$ cat src/hdl/sha_pkg.sv
// ----------------------------------------------------------------------------
// SHA-256 hasher package
// Shared types, round constants and bit-mixing functions.
// ----------------------------------------------------------------------------
`timescale 1ns / 1ps
`default_nettype none

package sha_pkg;

  // Controller states, one-hot.
  typedef enum logic [8:0] {
    S_INIT  = 9'b000000001,
    S_IDLE  = 9'b000000010,
    S_PAD   = 9'b000000100,
    S_LOAD  = 9'b000001000,
    S_ROUND = 9'b000010000,
    S_WB    = 9'b000100000,
    S_ORD   = 9'b001000000,
    S_OLD   = 9'b010000000,
    S_OUT   = 9'b100000000
  } sha_state_t;

  // Controls from the sequencer to the round datapath.
  typedef struct packed {
    logic       load_w;   // shift one schedule word in from the block memory
    logic       load_v;   // load one working variable from the chaining memory
    logic [2:0] v_idx;    // which working variable to load or read out
    logic       round;    // run one compression round
    logic [5:0] rnd;      // round number
  } sha_core_ctl_t;

  localparam logic [7:0] PAD_BYTE = 8'h80;
  localparam logic [5:0] LEN_POS  = 6'd56;

  function automatic logic [31:0] rotr(input logic [31:0] x, input int n);
    rotr = (x >> n) | (x << (32 - n));
  endfunction

  function automatic logic [31:0] big_sig0(input logic [31:0] x);
    big_sig0 = rotr(x, 2) ^ rotr(x, 13) ^ rotr(x, 22);
  endfunction

  function automatic logic [31:0] big_sig1(input logic [31:0] x);
    big_sig1 = rotr(x, 6) ^ rotr(x, 11) ^ rotr(x, 25);
  endfunction

  function automatic logic [31:0] sml_sig0(input logic [31:0] x);
    sml_sig0 = rotr(x, 7) ^ rotr(x, 18) ^ (x >> 3);
  endfunction

  function automatic logic [31:0] sml_sig1(input logic [31:0] x);
    sml_sig1 = rotr(x, 17) ^ rotr(x, 19) ^ (x >> 10);
  endfunction

  function automatic logic [31:0] init_h(input logic [2:0] i);
    logic [31:0] r;
    case (i)
      3'd0: r = 32'h6a09e667;
      3'd1: r = 32'hbb67ae85;
      3'd2: r = 32'h3c6ef372;
      3'd3: r = 32'ha54ff53a;
      3'd4: r = 32'h510e527f;
      3'd5: r = 32'h9b05688c;
      3'd6: r = 32'h1f83d9ab;
      default: r = 32'h5be0cd19;
    endcase
    return r;
  endfunction

  function automatic logic [31:0] round_k(input logic [5:0] i);
    logic [31:0] r;
    case (i)
      6'd0:  r = 32'h428a2f98;  6'd1:  r = 32'h71374491;
      6'd2:  r = 32'hb5c0fbcf;  6'd3:  r = 32'he9b5dba5;
      6'd4:  r = 32'h3956c25b;  6'd5:  r = 32'h59f111f1;
      6'd6:  r = 32'h923f82a4;  6'd7:  r = 32'hab1c5ed5;
      6'd8:  r = 32'hd807aa98;  6'd9:  r = 32'h12835b01;
      6'd10: r = 32'h243185be;  6'd11: r = 32'h550c7dc3;
      6'd12: r = 32'h72be5d74;  6'd13: r = 32'h80deb1fe;
      6'd14: r = 32'h9bdc06a7;  6'd15: r = 32'hc19bf174;
      6'd16: r = 32'he49b69c1;  6'd17: r = 32'hefbe4786;
      6'd18: r = 32'h0fc19dc6;  6'd19: r = 32'h240ca1cc;
      6'd20: r = 32'h2de92c6f;  6'd21: r = 32'h4a7484aa;
      6'd22: r = 32'h5cb0a9dc;  6'd23: r = 32'h76f988da;
      6'd24: r = 32'h983e5152;  6'd25: r = 32'ha831c66d;
      6'd26: r = 32'hb00327c8;  6'd27: r = 32'hbf597fc7;
      6'd28: r = 32'hc6e00bf3;  6'd29: r = 32'hd5a79147;
      6'd30: r = 32'h06ca6351;  6'd31: r = 32'h14292967;
      6'd32: r = 32'h27b70a85;  6'd33: r = 32'h2e1b2138;
      6'd34: r = 32'h4d2c6dfc;  6'd35: r = 32'h53380d13;
      6'd36: r = 32'h650a7354;  6'd37: r = 32'h766a0abb;
      6'd38: r = 32'h81c2c92e;  6'd39: r = 32'h92722c85;
      6'd40: r = 32'ha2bfe8a1;  6'd41: r = 32'ha81a664b;
      6'd42: r = 32'hc24b8b70;  6'd43: r = 32'hc76c51a3;
      6'd44: r = 32'hd192e819;  6'd45: r = 32'hd6990624;
      6'd46: r = 32'hf40e3585;  6'd47: r = 32'h106aa070;
      6'd48: r = 32'h19a4c116;  6'd49: r = 32'h1e376c08;
      6'd50: r = 32'h2748774c;  6'd51: r = 32'h34b0bcb5;
      6'd52: r = 32'h391c0cb3;  6'd53: r = 32'h4ed8aa4a;
      6'd54: r = 32'h5b9cca4f;  6'd55: r = 32'h682e6ff3;
      6'd56: r = 32'h748f82ee;  6'd57: r = 32'h78a5636f;
      6'd58: r = 32'h84c87814;  6'd59: r = 32'h8cc70208;
      6'd60: r = 32'h90befffa;  6'd61: r = 32'ha4506ceb;
      6'd62: r = 32'hbef9a3f7;  default: r = 32'hc67178f2;
    endcase
    return r;
  endfunction

endpackage

`default_nettype wire

$ cat src/hdl/sha256_message_hasher_unit.sv
// ----------------------------------------------------------------------------
// SHA-256 message hasher
// Byte-stream SHA-256 with padding and a word-serial digest output.
// ----------------------------------------------------------------------------
// Each input beat either absorbs one message byte (in_tuser low, byte in
// in_tdata) or finishes the message (in_tuser high). Absorbed bytes are
// packed into 32-bit words and stored in a 16-word block memory; the
// eight-word chaining value lives in a second 8-word memory. The byte
// completing a 64-byte block starts a compression (loading the schedule
// window and the working variables, 64 rounds at one per cycle, adding back
// into the chaining memory), during which in_tready is low. A finish beat
// pads the message one byte per cycle up to the end of the block (one or two
// final blocks), compresses, and then sends the digest as eight beats, word 0
// (most significant) first, each word read out through S_ORD and S_OLD;
// out_tlast marks word 7. Reading the digest also restores the initial hash
// values, so the next message starts right after. After reset a pass over the
// chaining memory loads the initial hash values before in_tready rises.
// ----------------------------------------------------------------------------
`timescale 1ns / 1ps
`default_nettype none

module sha256_message_hasher_unit
  import sha_pkg::*;
(
  input  wire logic        clk,
  input  wire logic        rst_n,
  input  wire logic        in_tvalid,
  output logic             in_tready,
  input  wire logic [7:0]  in_tdata,   // [7:0] data_byte
  input  wire logic        in_tuser,   // func: 0 absorb, 1 finish
  output logic             out_tvalid,
  input  wire logic        out_tready,
  output logic      [39:0] out_tdata,  // [31:0] digest_word, [34:32] word_index
  output logic             out_tlast   // last_word
);

  sha_state_t    state_r, state_nxt;
  logic [5:0]    cnt_r, cnt_nxt;
  logic [5:0]    fill_r, fill_nxt;       // bytes held in the current block
  logic [63:0]   count_r, count_nxt;     // message bytes, modulo 2^64
  logic [63:0]   len_r, len_nxt;         // bit length, shifted out during padding
  logic [23:0]   wbuf_r;                 // bytes of the partial word
  logic          first_r, first_nxt;     // next pad byte is the 0x80 marker
  logic          extra_r, extra_nxt;     // marker did not leave room for the length
  logic          done_r, done_nxt;       // block under compression is the final one
  logic          fin_r, fin_nxt;
  logic [2:0]    oidx_r, oidx_nxt;
  logic [31:0]   oword_r;

  logic          in_acc, byte_en;
  logic [7:0]    byte_val, pad_byte;
  logic          blk_we;
  logic [31:0]   blk_rdata;
  logic          ch_we;
  logic [2:0]    ch_waddr, ch_raddr;
  logic [31:0]   ch_wdata, ch_rdata;
  sha_core_ctl_t core_ctl;
  logic [31:0]   v_word;

  assign in_tready  = (state_r == S_IDLE);
  assign in_acc     = in_tvalid && in_tready;
  assign out_tvalid = (state_r == S_OUT);
  assign out_tdata  = {5'd0, oidx_r, oword_r};
  assign out_tlast  = (oidx_r == 3'd7);

  // Padding bytes: the marker, zeros, then the length in the last eight places
  // of the final block.
  always_comb begin
    if (first_r) begin
      pad_byte = PAD_BYTE;
    end else if (fill_r >= LEN_POS && !extra_r) begin
      pad_byte = len_r[63:56];
    end else begin
      pad_byte = 8'd0;
    end
  end

  assign byte_en  = (in_acc && !in_tuser) || (state_r == S_PAD);
  assign byte_val = (state_r == S_PAD) ? pad_byte : in_tdata;
  assign blk_we   = byte_en && (fill_r[1:0] == 2'd3);

  sha_ram #(.WIDTH(32), .DEPTH(16)) u_blk_ram (
    .clk   (clk),
    .we    (blk_we),
    .waddr (fill_r[5:2]),
    .wdata ({wbuf_r, byte_val}),
    .raddr (cnt_r[3:0]),
    .rdata (blk_rdata)
  );

  // Chaining memory ports.
  always_comb begin
    ch_we    = 1'b0;
    ch_waddr = cnt_r[2:0];
    ch_wdata = init_h(cnt_r[2:0]);
    ch_raddr = cnt_r[2:0];
    unique case (state_r)
      S_INIT: begin
        ch_we = 1'b1;
      end
      S_WB: begin
        ch_we    = (cnt_r != 6'd0);
        ch_waddr = 3'(cnt_r - 6'd1);
        ch_wdata = ch_rdata + v_word;
      end
      S_ORD: begin
        ch_we    = 1'b1;
        ch_waddr = oidx_r;
        ch_wdata = init_h(oidx_r);
        ch_raddr = oidx_r;
      end
      default: begin
      end
    endcase
  end

  sha_ram #(.WIDTH(32), .DEPTH(8)) u_chain_ram (
    .clk   (clk),
    .we    (ch_we),
    .waddr (ch_waddr),
    .wdata (ch_wdata),
    .raddr (ch_raddr),
    .rdata (ch_rdata)
  );

  always_comb begin
    core_ctl.load_w = (state_r == S_LOAD) && (cnt_r != 6'd0);
    core_ctl.load_v = (state_r == S_LOAD) && (cnt_r != 6'd0) && (cnt_r <= 6'd8);
    core_ctl.v_idx  = 3'(cnt_r - 6'd1);
    core_ctl.round  = (state_r == S_ROUND);
    core_ctl.rnd    = cnt_r;
  end

  sha_core u_core (
    .clk   (clk),
    .ctl   (core_ctl),
    .w_in  (blk_rdata),
    .v_in  (ch_rdata),
    .v_out (v_word)
  );

  // Sequencer.
  always_comb begin
    state_nxt = state_r;
    cnt_nxt   = cnt_r;
    fill_nxt  = fill_r;
    count_nxt = count_r;
    len_nxt   = len_r;
    first_nxt = first_r;
    extra_nxt = extra_r;
    done_nxt  = done_r;
    fin_nxt   = fin_r;
    oidx_nxt  = oidx_r;

    if (byte_en) begin
      fill_nxt = fill_r + 6'd1;
      if (state_r == S_PAD) begin
        first_nxt = 1'b0;
        if (!first_r && fill_r >= LEN_POS && !extra_r) begin
          len_nxt = {len_r[55:0], 8'd0};
        end
        if (fill_r == 6'd63) begin
          extra_nxt = 1'b0;
          done_nxt  = !first_r && !extra_r;
        end else if (first_r) begin
          extra_nxt = (fill_r >= LEN_POS);
        end
      end else begin
        count_nxt = count_r + 64'd1;
      end
      if (fill_r == 6'd63) begin
        state_nxt = S_LOAD;
        cnt_nxt   = 6'd0;
      end
    end

    unique case (state_r)
      S_INIT: begin
        cnt_nxt = cnt_r + 6'd1;
        if (cnt_r == 6'd7) begin
          state_nxt = S_IDLE;
          cnt_nxt   = 6'd0;
        end
      end
      S_IDLE: begin
        if (in_acc && in_tuser) begin
          state_nxt = S_PAD;
          len_nxt   = {count_r[60:0], 3'd0};
          count_nxt = 64'd0;
          first_nxt = 1'b1;
          extra_nxt = 1'b0;
          fin_nxt   = 1'b1;
        end
      end
      S_PAD: begin
      end
      S_LOAD: begin
        cnt_nxt = cnt_r + 6'd1;
        if (cnt_r == 6'd16) begin
          state_nxt = S_ROUND;
          cnt_nxt   = 6'd0;
        end
      end
      S_ROUND: begin
        cnt_nxt = cnt_r + 6'd1;
        if (cnt_r == 6'd63) begin
          state_nxt = S_WB;
          cnt_nxt   = 6'd0;
        end
      end
      S_WB: begin
        cnt_nxt = cnt_r + 6'd1;
        if (cnt_r == 6'd8) begin
          cnt_nxt = 6'd0;
          if (done_r) begin
            state_nxt = S_ORD;
            oidx_nxt  = 3'd0;
            done_nxt  = 1'b0;
            fin_nxt   = 1'b0;
          end else if (fin_r) begin
            state_nxt = S_PAD;
          end else begin
            state_nxt = S_IDLE;
          end
        end
      end
      S_ORD: begin
        state_nxt = S_OLD;
      end
      S_OLD: begin
        state_nxt = S_OUT;
      end
      S_OUT: begin
        if (out_tready) begin
          oidx_nxt  = oidx_r + 3'd1;
          state_nxt = (oidx_r == 3'd7) ? S_IDLE : S_ORD;
        end
      end
      default: begin
        state_nxt = S_IDLE;
      end
    endcase
  end

  always_ff @(posedge clk) begin
    if (!rst_n) begin
      state_r <= S_INIT;
      cnt_r   <= 6'd0;
      fill_r  <= 6'd0;
      count_r <= 64'd0;
      first_r <= 1'b0;
      extra_r <= 1'b0;
      done_r  <= 1'b0;
      fin_r   <= 1'b0;
      oidx_r  <= 3'd0;
    end else begin
      state_r <= state_nxt;
      cnt_r   <= cnt_nxt;
      fill_r  <= fill_nxt;
      count_r <= count_nxt;
      first_r <= first_nxt;
      extra_r <= extra_nxt;
      done_r  <= done_nxt;
      fin_r   <= fin_nxt;
      oidx_r  <= oidx_nxt;
    end
  end

  always_ff @(posedge clk) begin
    len_r <= len_nxt;
    if (byte_en) begin
      wbuf_r <= {wbuf_r[15:0], byte_val};
    end
    if (state_r == S_OLD) begin
      oword_r <= ch_rdata;
    end
  end

  // A full set of rounds always hands over to the write-back pass.
  a_round_wb: assert property (@(posedge clk) disable iff (!rst_n)
    (state_r == S_ROUND && cnt_r == 6'd63) |=> (state_r == S_WB))
    else $error("round phase did not end in write-back");

  // The final digest word returns the hasher to idle, ready for a new message.
  a_last_idle: assert property (@(posedge clk) disable iff (!rst_n)
    (out_tvalid && out_tready && out_tlast) |=> (state_r == S_IDLE && fill_r == 6'd0))
    else $error("hasher not idle after final digest word");

  // A finish beat always starts padding.
  a_fin_pad: assert property (@(posedge clk) disable iff (!rst_n)
    (in_acc && in_tuser) |=> (state_r == S_PAD && first_r))
    else $error("finish beat did not start padding");

  // The digest is only sent once the final block has been compressed; later
  // words follow the previous output beat.
  a_out_done: assert property (@(posedge clk) disable iff (!rst_n)
    $rose(state_r == S_ORD) |->
      (($past(state_r) == S_WB || $past(state_r) == S_OUT) && !fin_r))
    else $error("digest readout started outside final write-back");

endmodule

`default_nettype wire

$ cat src/hdl/sha_ram.sv
// ----------------------------------------------------------------------------
// Generic RAM
// One write port and one read port; read data is registered and returns
// the old contents when the same entry is written in the same cycle.
// ----------------------------------------------------------------------------
`timescale 1ns / 1ps
`default_nettype none

module sha_ram #(
  parameter int WIDTH = 32,
  parameter int DEPTH = 16
) (
  input  wire logic                     clk,
  input  wire logic                     we,
  input  wire logic [$clog2(DEPTH)-1:0] waddr,
  input  wire logic [WIDTH-1:0]         wdata,
  input  wire logic [$clog2(DEPTH)-1:0] raddr,
  output logic      [WIDTH-1:0]         rdata
);

  logic [WIDTH-1:0] mem [DEPTH];

  always_ff @(posedge clk) begin
    if (we) begin
      mem[waddr] <= wdata;
    end
    rdata <= mem[raddr];
  end

endmodule

`default_nettype wire

$ cat src/hdl/sha_core.sv
// ----------------------------------------------------------------------------
// SHA-256 round datapath
// Sixteen-word message schedule window and the eight working variables;
// one compression round per cycle.
// ----------------------------------------------------------------------------
`timescale 1ns / 1ps
`default_nettype none

module sha_core
  import sha_pkg::*;
(
  input  wire logic          clk,
  input  wire sha_core_ctl_t ctl,
  input  wire logic [31:0]   w_in,    // schedule word from the block memory
  input  wire logic [31:0]   v_in,    // chaining word from the chaining memory
  output logic      [31:0]   v_out    // working variable selected by ctl.v_idx
);

  logic [31:0] w_r [16];
  logic [31:0] v_r [8];
  logic [31:0] w_new, t1, t2;

  // The window holds W[t] .. W[t+15]; the next word enters at the top.
  assign w_new = w_r[0] + sml_sig0(w_r[1]) + w_r[9] + sml_sig1(w_r[14]);
  assign t1 = v_r[7] + big_sig1(v_r[4]) + ((v_r[4] & v_r[5]) ^ (~v_r[4] & v_r[6]))
            + round_k(ctl.rnd) + w_r[0];
  assign t2 = big_sig0(v_r[0]) + ((v_r[0] & v_r[1]) ^ (v_r[0] & v_r[2]) ^ (v_r[1] & v_r[2]));
  assign v_out = v_r[ctl.v_idx];

  always_ff @(posedge clk) begin
    if (ctl.load_w || ctl.round) begin
      for (int k = 0; k < 15; k++) begin
        w_r[k] <= w_r[k+1];
      end
      w_r[15] <= ctl.load_w ? w_in : w_new;
    end
    if (ctl.load_v) begin
      v_r[ctl.v_idx] <= v_in;
    end else if (ctl.round) begin
      v_r[7] <= v_r[6];
      v_r[6] <= v_r[5];
      v_r[5] <= v_r[4];
      v_r[4] <= v_r[3] + t1;
      v_r[3] <= v_r[2];
      v_r[2] <= v_r[1];
      v_r[1] <= v_r[0];
      v_r[0] <= t1 + t2;
    end
  end

endmodule

`default_nettype wire

$ cat config.mk
export PLATFORM = sky130hd
export DESIGN_NAME = sha256_message_hasher_unit
export DESIGN_NICKNAME = d
export VERILOG_FILES = /design/src/hdl/sha_pkg.sv /design/src/hdl/sha256_message_hasher_unit.sv /design/src/hdl/sha_ram.sv /design/src/hdl/sha_core.sv
export SDC_FILE = /design/constraint.sdc
export NUM_CORES = 2
export LEC_CHECK = 0
export ABC_AREA = 1
export BUFFER_PORTS_ARGS = -buffer_cell sky130_fd_sc_hd__buf_2
export CELL_PAD_IN_SITES_DETAIL_PLACEMENT = 0
export CELL_PAD_IN_SITES_GLOBAL_PLACEMENT = 1
export CORE_UTILIZATION = 50
export CTS_CLUSTER_DIAMETER = 200
export DETAILED_ROUTE_END_ITERATION = 6
export PLACE_DENSITY = 0.85
export SLEW_MARGIN = 10
export SYNTH_ARGS = -nofsm -noshare
export SYNTH_HDL_FRONTEND = slang
export SYNTH_HIERARCHICAL = 1
export SYNTH_SLANG_ARGS = --single-unit
$ cat constraint.sdc
create_clock -name clk -period 28.3 [get_ports clk]
set_input_delay 1.415 -clock clk [delete_from_list [all_inputs] [get_ports clk]]
set_output_delay 1.415 -clock clk [all_outputs]
set_load 0.02 [all_outputs]
==> reports/results.tsv <==
stage	metric	value	unit
clocking	clk_latency	0.84	ns
die	dieArea	0.1859	sq mm
routing	vias	67690	
setup_path	crit_family	adder cells	
layout	nFillCells	16040	
routing	ant_nets	0	
clocking	postCtsHoldBufs	0	
setup_path	rr_worst_depth	30	
synthesis	synth_ff_type	edfxtp_1	
placement	port_buffers	50	
setup_path	cp_common_cell	inv_1	
setup_path	cp_num_buf_inv	6	
synthesis	yosysSeqAreaShare	0.5664	
synthesis	yosys.cell_types.count	77	
setup_path	cp-end-kind	flop	
timing	fin_setup_tns	0	ns
die	die_y	431.1	um
grt	grt-ovfl-total	0	
routing	routedWlPerCell	22.98	um
routing	drt_pass1_iterations	7	
clocking	cts_max_path_buffers	3	
setup_path	crit_fanout	66	
timing	timing.slew.headroom	0.1956	
layout	nets	9891	
die	core	0.1831	sq mm
run_status	failed_checks	design-rule violations	
timing	drv_slew	0	
timing	worstMarginPinSlew	1.194	ns
clocking	clk_pin_slew_worst_paths	0.07	ns
die	rows	157	
setup_path	crit_type	flop to flop	
clocking	postCtsSetupBuffers	0	
setup_path	worst-path-stages	30	
synthesis	synth-edff-count	1592	
synthesis	ys_ff_latch	1809	
setup_path	worstPathArrival	9.27	ns
timing	setup_viol	0	
grt	antenna_found_initial	2	
clocking	h-tree-depth	4	
die	pin_count	56	
setup_path	r2r-end	u_core/v_r[0][29]	
setup_path	rrSetupSlack	19.59	ns
clocking	clock-sinks	1809	
synthesis	syn_avg_cell_area	9.680	sq um
run	cap_violations	0	
die	start_util	0.5029	
setup_path	endpoint	u_core/v_r[0][29]	
clocking	cts_root_buffer	clkbuf_16	
timing	finalHoldViolations	0	
clocking	cts_tree	done	
grt	grt_pass1_wl	413100	um
setup_path	critPathLaunchType	flop	
timing	fmax	114.9	MHz
timing	fin_crit	8.707	ns
grt	first_global_vias	64660	
hold_path	hp-start	u_core/w_r[13][0]	
setup_path	crit_path_max_incr_delay	0.86	ns
run_status	status	complete, but fails checks	
routing	post_drt_via_cell_ratio	5.579	
clocking	ctsResizeCount	0	
timing	rsz0062_at_grt	no	
setup_path	critPathRequiredTime	28.86	ns
clocking	cts_buffers	186	
synthesis	yosysWarnings	6	
synthesis	async_flop_share	0	
timing	fin_crit_sh	0.3077	
routing	dr.first_iter.drc_count	8102	
grt	grt_usage	0.2978	
layout	drive_gt1_frac	0.06126	
routing	routed_wl	278800	um
routing	drc	24	
placement	gp_congestion	1.021	
setup_path	r2r-start	cnt_r[0]	
timing	clock_skew	0.03309	ns
hold_path	worst_hold_path_type	flop to flop	
grt	grt_max_degree	128	
setup_path	startpoint	cnt_r[0]	
synthesis	syn_area	0.09207	sq mm
die	die_x	431.1	um
hold_path	whs_path_depth	0	
synthesis	syn_inst	9511	
layout	syn_to_final_growth	9.404	%
setup_path	critPathSlowestCell	dfxtp_4	
placement	dp_hpwl	193600	um
[how the worst min path moves through the flow]
stage,end,slack [ns]
detailed placement,u_core/w_r[10][23],0.40
global placement,u_core/w_r[7][31],0.40
global route,u_core/w_r[12][0],0.42
floorplan,u_core/w_r[10][0],0.40
finish,u_core/w_r[12][0],0.40
CTS,u_core/w_r[12][0],0.40
[layout by cell type (no fill, tap or decap), types with 36 or more instances in the layout]
master	n
clkinv_1	39
nor3_1	78
nand4_1	75
fa_1	188
clkinv_2	36
inv_1	1584
o21ai_1	37
xor2_1	167
a21oi_1	419
xnor2_1	151
clkbuf_16	188
nand3_1	731
nand2_1	2069
buf_4	87
edfxtp_1	1592
dfxtp_1	212
buf_2	50
o21ai_0	730
ha_1	184
nor2_1	484
o22ai_1	50
[stage by stage]
stage / std cells / hold WS [ns] / worst slack (ns) / utilization / instance area [sq um]
after global routing: 12130 / 0.4168 / 19.15 / 0.5501 / 100700
after floorplan: 9515 / 0.4003 / 14.43 / - / 92080
final: 12130 / 0.3997 / 19.59 / 0.5502 / 100700
after detailed placement: 11780 / 0.4045 / 19.78 / 0.5168 / 94610
after CTS: 12130 / 0.4031 / 19.78 / 0.5501 / 100700
after global placement: 11780 / 0.4002 / 19.61 / 0.5168 / 94610
[flip-flops by register name, indices dropped and copies added (netlist names)]
register	count
u_blk_ram/rdata	32
extra_r	1
u_core/v_r	256
len_r	64
fill_r	6
count_r	61
done_r	1
u_blk_ram/mem	512
wbuf_r	24
fin_r	1
cnt_r	6
state_r	9
u_chain_ram/rdata	32
first_r	1
u_chain_ram/mem	256
oword_r	32
oidx_r	3
u_core/w_r	512
[layout make-up]
class,instances,area [sq um],share of cell area
Multi-Input combinational cell,5753,32360,0.3213
Inverter,1619,6097,0.06053
Clock buffer,237,5049,0.05012
Sequential cell,1809,52170,0.5179
Timing Repair Buffer,137,903.4,0.008969
Clock inverter,109,1055,0.01047
Tap cell,2464,3083,0.03061
Antenna cell,4,10.01,0.00009938
[kinds of logic (layout without fill, tap and decap cells)]
logic type                 count (synthesis)  in the layout  synth area share
and+or+nand+nor                         3585           3585            0.1640
buffers and inverters                   1953           2102           0.08528
DFF                                     1809           1809            0.5664
AOI/OAI and AO/OA                       1472           1472           0.08789
adders and majority gates                372            372           0.06588
xor gates and xnor gates                 319            319           0.03043
other                                      1              9        0.00004073
[Yosys cell counts (8+ instances only)]
master / number / area (sq um)
nand2_1: 2073 / 7781
o21ai_0: 742 / 3714
fa_1: 188 / 3764
a21o_1: 31 / 232.7
nor2_1: 510 / 1914
or2_2: 19 / 118.9
xor2_1: 167 / 1463
nor4_1: 15 / 93.84
inv_2: 24 / 90.09
nand3_1: 731 / 3659
o21ai_1: 36 / 180.2
buf_2: 89 / 445.4
nand4_1: 75 / 469.2
inv_1: 1588 / 5961
buf_1: 31 / 116.4
o21a_1: 13 / 97.59
ha_1: 184 / 2302
nand3_2: 8 / 80.08
a21oi_1: 419 / 2097
a31oi_1: 25 / 156.4
edfxtp_1: 1592 / 47810
xnor2_1: 151 / 1323
buf_4: 22 / 165.2
clkbuf_1: 150 / 563.0
o22ai_1: 50 / 312.8
nand2_2: 14 / 87.58
nand3b_1: 9 / 67.56
nor2_2: 15 / 93.84
o221ai_1: 12 / 105.1
nor3_1: 78 / 390.4
a211oi_1: 9 / 67.56
o21bai_1: 30 / 225.2
nor2_4: 9 / 101.4
o211ai_1: 16 / 120.1
o31ai_1: 18 / 135.1
buf_6: 41 / 461.7
dfxtp_1: 217 / 4344
[metal layers]
| layer | vias to the layer above | wire length [um] | track usage |
|---|---|---|---|
| met3 | 513 | 24350 | 0.05002 |
| met5 | - | 0 | 0 |
| met1 | 32840 | 118000 | 0.4234 |
| met4 | 0 | 10540 | 0.1066 |
| li1 | 31400 | - | - |
| met2 | 2932 | 125800 | 0.4608 |
Power is not shown: default switching activity piles up to over one toggle a cycle in this logic, so the estimate is an artifact.
